**src/hw/rtl/tdp_pkg.sv**
```systemverilog
`timescale 1ns / 1ps
`default_nettype none
// ----------------------------------------------------------------------------
// tdp_pkg
// shared widths, verdict codes and sequencer states of the trial division
// prime test core
// ----------------------------------------------------------------------------
package tdp_pkg;

    // width of the tested integer, sign bit included
    localparam int NUMBER_WIDTH = 32;
    // port width of the number field
    localparam int NUMBER_PORT_W = 32;
    // trial divisor never exceeds sqrt(2^(NUMBER_WIDTH-1)) + 1
    localparam int DIVISOR_W = NUMBER_WIDTH / 2 + 1;
    // running square of the divisor, with headroom
    localparam int SQUARE_W = NUMBER_WIDTH + 2;
    // divider step counter
    localparam int STEP_W = $clog2(NUMBER_WIDTH);

    typedef enum logic [1:0] {
        VERDICT_LOW       = 2'd0,
        VERDICT_PRIME     = 2'd1,
        VERDICT_COMPOSITE = 2'd2
    } verdict_t;

    typedef enum logic [2:0] {
        ST_IDLE,
        ST_CHECK,
        ST_DIVIDE,
        ST_EVAL,
        ST_RESULT
    } tdp_state_t;

endpackage : tdp_pkg
`default_nettype wire

```
**src/hw/rtl/tdp_if.sv**
```systemverilog
`timescale 1ns / 1ps
`default_nettype none
// ----------------------------------------------------------------------------
// tdp stream interfaces
// valid/ready channels for the number under test and for the verdict
// ----------------------------------------------------------------------------
interface tdp_number_if
    import tdp_pkg::*;
    ();
    logic                            valid;
    logic                            ready;
    logic signed [NUMBER_PORT_W-1:0] number;

    modport source (output valid, output number, input ready);
    modport sink   (input valid, input number, output ready);
endinterface : tdp_number_if

interface tdp_verdict_if
    import tdp_pkg::*;
    ();
    logic     valid;
    logic     ready;
    verdict_t verdict;

    modport source (output valid, output verdict, input ready);
    modport sink   (input valid, input verdict, output ready);
endinterface : tdp_verdict_if
`default_nettype wire

```
**src/hw/rtl/trial_division_prime_test_core.sv**
```systemverilog
`timescale 1ns / 1ps
`default_nettype none
// ----------------------------------------------------------------------------
// trial division prime test core
// classifies one signed integer as below two, prime or composite by trying
// divisors 2, 3, 4 ... while divisor squared does not exceed the number
// ----------------------------------------------------------------------------
//
//  channel  | dir | payload          | transfer when
//  ---------+-----+------------------+----------------------------
//  item     | in  | number  (32, s)  | item.valid  & item.ready
//  result   | out | verdict (2, u)   | result.valid & result.ready
//
// sequencing: one restoring divider step per cycle, NUMBER_WIDTH steps per
// trial divisor, plus a bound check and an evaluation between divisors; a
// 31-bit prime takes up to 46339 divisors (2 to 46340)
// numbers below two go straight to the result, with no divisor tried
// reset clears the sequencer to idle; item is ready only in idle
// a held verdict stays on result until its transfer, then idle again
//
module trial_division_prime_test_core
    import tdp_pkg::*;
(
    input  wire         clk,
    input  wire         rst_n,
    tdp_number_if.sink    item,
    tdp_verdict_if.source result
);

    tdp_state_t              state_reg,   state_next;
    logic [NUMBER_WIDTH-1:0] number_reg,  number_next;   // held number under test
    logic [NUMBER_WIDTH-1:0] shift_reg,   shift_next;    // dividend bits, msb first
    logic [DIVISOR_W-1:0]    divisor_reg, divisor_next;
    logic [SQUARE_W-1:0]     square_reg,  square_next;   // divisor squared
    logic [DIVISOR_W-1:0]    rem_reg,     rem_next;      // partial remainder
    logic [STEP_W-1:0]       step_reg,    step_next;
    verdict_t                verdict_reg, verdict_next;

    // subtract/compare unit of the restoring divider
    logic [DIVISOR_W:0]      rem_trial;
    logic [DIVISOR_W:0]      rem_diff;
    logic                    rem_fits;

    logic [NUMBER_WIDTH-1:0] in_number;

    assign in_number = item.number[NUMBER_WIDTH-1:0];

    assign rem_trial = {rem_reg, shift_reg[NUMBER_WIDTH-1]};
    assign rem_diff  = rem_trial - {1'b0, divisor_reg};
    assign rem_fits  = (rem_trial >= {1'b0, divisor_reg});

    assign item.ready     = (state_reg == ST_IDLE);
    assign result.valid   = (state_reg == ST_RESULT);
    assign result.verdict = verdict_reg;

    // sequencer: next state and datapath updates
    always_comb
    begin
        state_next   = state_reg;
        number_next  = number_reg;
        shift_next   = shift_reg;
        divisor_next = divisor_reg;
        square_next  = square_reg;
        rem_next     = rem_reg;
        step_next    = step_reg;
        verdict_next = verdict_reg;

        unique case (state_reg)
            ST_IDLE:
            begin
                if (item.valid)
                begin
                    number_next  = in_number;
                    divisor_next = DIVISOR_W'(2);
                    square_next  = SQUARE_W'(4);
                    // negative, zero or one
                    if (in_number[NUMBER_WIDTH-1] ||
                        (in_number < NUMBER_WIDTH'(2)))
                    begin
                        verdict_next = VERDICT_LOW;
                        state_next   = ST_RESULT;
                    end
                    else
                    begin
                        state_next = ST_CHECK;
                    end
                end
            end

            ST_CHECK:
            begin
                // bound passed without a clean divide: prime
                if (square_reg > {2'b00, number_reg})
                begin
                    verdict_next = VERDICT_PRIME;
                    state_next   = ST_RESULT;
                end
                else
                begin
                    shift_next = number_reg;
                    rem_next   = '0;
                    step_next  = '0;
                    state_next = ST_DIVIDE;
                end
            end

            ST_DIVIDE:
            begin
                rem_next   = rem_fits ? rem_diff[DIVISOR_W-1:0]
                                      : rem_trial[DIVISOR_W-1:0];
                shift_next = {shift_reg[NUMBER_WIDTH-2:0], 1'b0};
                step_next  = step_reg + STEP_W'(1);
                if (step_reg == STEP_W'(NUMBER_WIDTH - 1))
                begin
                    state_next = ST_EVAL;
                end
            end

            ST_EVAL:
            begin
                if (rem_reg == '0)
                begin
                    verdict_next = VERDICT_COMPOSITE;
                    state_next   = ST_RESULT;
                end
                else
                begin
                    // (d+1)^2 = d^2 + 2d + 1
                    divisor_next = divisor_reg + DIVISOR_W'(1);
                    square_next  = square_reg
                                 + {{(SQUARE_W-DIVISOR_W-1){1'b0}}, divisor_reg, 1'b0}
                                 + SQUARE_W'(1);
                    state_next   = ST_CHECK;
                end
            end

            ST_RESULT:
            begin
                if (result.ready)
                begin
                    state_next = ST_IDLE;
                end
            end

            default:
            begin
                state_next = ST_IDLE;
            end
        endcase
    end

    // sequencer state
    always_ff @(posedge clk or negedge rst_n)
    begin
        if (!rst_n)
        begin
            state_reg <= ST_IDLE;
        end
        else
        begin
            state_reg <= state_next;
        end
    end

    // datapath registers, no reset needed
    always_ff @(posedge clk)
    begin
        number_reg  <= number_next;
        shift_reg   <= shift_next;
        divisor_reg <= divisor_next;
        square_reg  <= square_next;
        rem_reg     <= rem_next;
        step_reg    <= step_next;
        verdict_reg <= verdict_next;
    end

endmodule : trial_division_prime_test_core
`default_nettype wire

```
**src/flat_wrapper.sv**
```systemverilog
// flat-port wrapper written by rule: the top's interface ports become plain ports
module trial_division_prime_test_core_flat import tdp_pkg::*;
  (clk, rst_n, item_valid, item_number, item_ready, result_valid, result_verdict, result_ready);
  tdp_number_if item_i ();
  tdp_verdict_if result_i ();
  input  wire clk;
  input  wire rst_n;
  input wire logic [$bits(item_i.valid)-1:0] item_valid;
  input wire logic [$bits(item_i.number)-1:0] item_number;
  output wire logic [$bits(item_i.ready)-1:0] item_ready;
  output wire logic [$bits(result_i.valid)-1:0] result_valid;
  output wire logic [$bits(result_i.verdict)-1:0] result_verdict;
  input wire logic [$bits(result_i.ready)-1:0] result_ready;
  assign item_i.valid = item_valid;
  assign item_i.number = item_number;
  assign item_ready = item_i.ready;
  assign result_valid = result_i.valid;
  assign result_verdict = result_i.verdict;
  assign result_i.ready = result_ready;
  trial_division_prime_test_core u_core (.clk(clk), .rst_n(rst_n), .item(item_i), .result(result_i));
endmodule
```
**config.mk**
```make
export PLATFORM = sky130hd
export DESIGN_NAME = trial_division_prime_test_core_flat
export DESIGN_NICKNAME = d
export VERILOG_FILES = /design/src/hw/rtl/tdp_pkg.sv /design/src/hw/rtl/tdp_if.sv /design/src/hw/rtl/trial_division_prime_test_core.sv /design/src/flat_wrapper.sv
export SDC_FILE = /design/constraint.sdc
export NUM_CORES = 1
export LEC_CHECK = 0
export ABC_AREA = 1
export BUFFER_PORTS_ARGS = -buffer_cell sky130_fd_sc_hd__buf_4
export CAP_MARGIN = 20
export CORE_UTILIZATION = 50
export CTS_BUF_LIST = sky130_fd_sc_hd__clkbuf_2
export CTS_CLUSTER_SIZE = 25
export DETAILED_ROUTE_END_ITERATION = 8
export GPL_TIMING_DRIVEN = 0
export PLACE_DENSITY = 0.68
export SLEW_MARGIN = 20
export SYNTH_ARGS = -nofsm -noshare
export SYNTH_HDL_FRONTEND = slang
export SYNTH_SLANG_ARGS = --single-unit
```
**constraint.sdc**
```tcl
create_clock -name clk -period 3.3 [get_ports clk]
set_input_delay 0.165 -clock clk [delete_from_list [all_inputs] [get_ports clk]]
set_output_delay 0.165 -clock clk [all_outputs]
set_load 0.1 [all_outputs]
```
==> results.txt <==
- The run finished with clean final reports.
- Across the VDD grid, the largest voltage drop is 0.692 mV.
- Initial antenna violation count: 1
- Max-cap check violation count: 0
* Gate count after technology mapping: 1094
* Reg clk slew, reported paths: 0.26 ns
- TritonCTS built the clock tree.
- The clock period could shrink to 2.84 ns.
- Max-slew headroom: 0.496
- By startpoint and endpoint, the worst setup path is classified as register to register.
- After detailed routing, the average wire length per cell comes to 15.4 um.
- Ports: 40
- Clk sinks: 142
* Capturing element type of the critical path: register
* Post-layout nets: 1298
- Largest register FFs: 34
- Largest net degree at the start of global routing: 55
- Row count: 48
- The clock passes through at most 2 buffers.
* Wirelength, routed: 22000 um
- The die covers 18800 um^2.
* Synth Net Count: 1201
- In this run, synthesis produced a sequential element count of 142.
- The H-tree was split into 4 levels.
* Root buffer selected by CTS: sky130_fd_sc_hd__clkbuf_2
* Cell with the most instances after synthesis: sky130_fd_sc_hd__nand2_1
* Synth async-reset ratio: 0.0211
* Most frequently used flop master after synthesis: sky130_fd_sc_hd__edfxtp_1
- Before CTS, the worst setup slack after placement is 0.506 ns.
- For this run, the top clock speed supported by timing is 0.352 GHz.
* Number of max-slew violations in the final report: 0
* Layout area overhead: 13.5%
- Yosys printed 0 warnings.
* Post-cts sizing count: 0
* Vias in the first global route: 7224
- First drt pass iteration count: 5
* Sequential fraction of the synthesis area: 0.467
- Total core area: 17500 um^2
- Leakage power total: 4.45 nW
- CP arrival: 3.23 ns
- Along the worst path, the maximum fanout reaches 54.
- After legalization and detailed placement, the total HPWL measured 16500 um.
- The die is 137 um wide.
* Final setup skew: 0.0448 ns
- The initial utilization of the core area, before any placement, comes to 0.519.
- Of the post-synthesis cell area, the dominant cell type holds 0.458.
- Across all setup checks in the final design, the least slack found is 0.456 ns.
- Slew at the pin closest to its max-slew limit: 0.756 ns
- The number of different library cells used by synthesis comes to 39.
- Number of vias after detailed routing: 7637
* Clk_lat worst skew: 0.75 ns
- Number of enable flip-flop cells after synthesis: 139
- Setup violations remaining at the end of the flow were counted as 0.
- The first global-routing pass estimated 35800 um of wire.
- The mapped netlist covers 9110 um^2.
- Final clock period utilization by the worst path: 0.862
- The worst setup path is launched from a register.
* Most instantiated cells after synthesis: sky130_fd_sc_hd__nand2_1, sky130_fd_sc_hd__inv_1, sky130_fd_sc_hd__nor2_1
- Number of DRC violations after detailed routing: 0
- The detail route stage leaves a number of antenna-violating nets equal to 0.
* Ranking of synthesized cells by area: sky130_fd_sc_hd__edfxtp_1, sky130_fd_sc_hd__nand2_1, sky130_fd_sc_hd__ha_1, sky130_fd_sc_hd__inv_1, sky130_fd_sc_hd__nor2_1
- In the final layout, the share of cells above drive strength 1 is 0.0914.
- In the global route stage, overall resource usage came out at 0.250.
* RSZ-0062 raised after global routing: false
- After the first detailed-routing iteration, the DRC count stood at 671.
- Final standard cell utilization of the core: 0.590
* Die boundary height: 137 um
* Yosys top cell by area: sky130_fd_sc_hd__edfxtp_1
* I/O Buffers: 39
- In this run the power density over the cells is 915 nW/um^2.
- The tightest min-delay check is of the input port to register type.
* Hold violation count in the final report: 0
* Critical path data required time: 3.69 ns
- Buffers inserted during clock tree synthesis total 17.
* Routability-driven placement congestion ratio: 0.934
- For this run the aggregate overflow at the end of global routing stands at 0.
- Dividing the detail-routed via count by the number of cells gives 5.34.
- Synth Area per Inst: 8.32 um^2
where the power goes:
part           switching, mW  internal [mW]
sequential             0.526           2.86
clock                  0.767          0.230
combinational           3.41           1.67
total                   4.70           4.76
final cells by class:
cell class | count | area (um^2)
clock buffer | 18 | 90.1
inverter | 150 | 563
fill | 1607 | 7200
clock inverter | 14 | 126
tap | 225 | 282
buffer | 16 | 90.1
timing repair buffer | 78 | 703
sequential | 142 | 4250
antenna | 2 | 5.00
multi-input combinational | 786 | 4230
cells by family (layout without fill, tap and decap cells):
| kind of cell | Yosys count | after routing | share of synthesized area |
|---|---|---|---|
| compound gates | 182 | 182 | 0.107 |
| xor+xnor | 11 | 11 | 0.0106 |
| fa+ha+maj | 71 | 71 | 0.0992 |
| buf+inv | 166 | 276 | 0.0717 |
| flops | 142 | 142 | 0.467 |
| other cells | 0 | 2 | 0 |
| simple gates | 522 | 522 | 0.245 |
through the flow:
stage,cells,area (um^2),power (mW),setup TNS (ns),hold WS (ns)
final,1431,10300,9.46,0,0.114
after global routing,1430,10300,10.4,0,0.0572
after CTS,1429,10300,9.44,0,0.0740
after detailed placement,1360,9750,8.41,0,-0.0433
after global placement,1358,9690,8.29,-35.74,-0.0437
after floorplan,1094,9120,7.06,0,-0.131
worst max-delay path, cell delays in order, from the launching register on:
cell and delay (ns):
sky130_fd_sc_hd__edfxtp_1 0.57, sky130_fd_sc_hd__ha_1 0.36, sky130_fd_sc_hd__a21o_1 0.18, sky130_fd_sc_hd__nor2_1 0.09, sky130_fd_sc_hd__nand2_1 0.05, sky130_fd_sc_hd__a21oi_1 0.25
sky130_fd_sc_hd__nand3_1 0.12, sky130_fd_sc_hd__nand2_1 0.12, sky130_fd_sc_hd__nand2_1 0.13, sky130_fd_sc_hd__nand2_4 0.57
timing repair:
| item | in CTS | in global routing |
|---|---|---|
| setup buffers | 0 | 0 |
| endpoints found under the hold margin | 40 | 0 |
| hold buffers | 37 | 0 |
final timing paths:
kind	startpoint	to	slack [ns]	cells past startpoint
setup reg to reg	u_core.square_reg[25]$_SDFFCE_PN0P_	u_core.shift_reg[20]$_DFFE_PP_	0.46	9
max in group asynchronous	rst_n	u_core.state_reg[1]$_DFFE_PN0P_	2.89	3
min in group asynchronous	rst_n	u_core.state_reg[0]$_DFFE_PN0P_	0.24	3
hold reg to reg	u_core.shift_reg[12]$_DFFE_PP_	u_core.shift_reg[13]$_DFFE_PP_	0.54	2
setup / recovery	u_core.square_reg[25]$_SDFFCE_PN0P_	u_core.shift_reg[20]$_DFFE_PP_	0.46	9
hold / removal	item_number[0]	u_core.number_reg[0]$_DFFE_PP_	0.11	2
layer usage:
layer	global-route usage	part of all wire	wire, um	vias to the layer above
met3	0.0407	0.041	908	38
met2	0.412	0.47	10400	210
li1	-	-	-	3893
met5	0	0	0	-
met1	0.330	0.45	9970	3496
met4	0.0946	0.032	710	0
layout by cell type, fill, tap and decap left out, drive strengths merged, types with 3 or more instances in the layout:
cell / n
a31oi: 3
nand4: 16
a21oi: 78
inv: 158
nor3b: 4
nor3: 29
dfrtp: 3
buf: 51
ha: 69
o21ai: 87
a21o: 6
o21a: 4
clkinvlp: 5
nor4: 6
o211ai: 4
dlygate4sd3: 37
edfxtp: 139
xnor2: 9
clkbuf: 24
nor2: 145
nand2: 258
nand3: 57
Power figures use the tool's default switching activity.
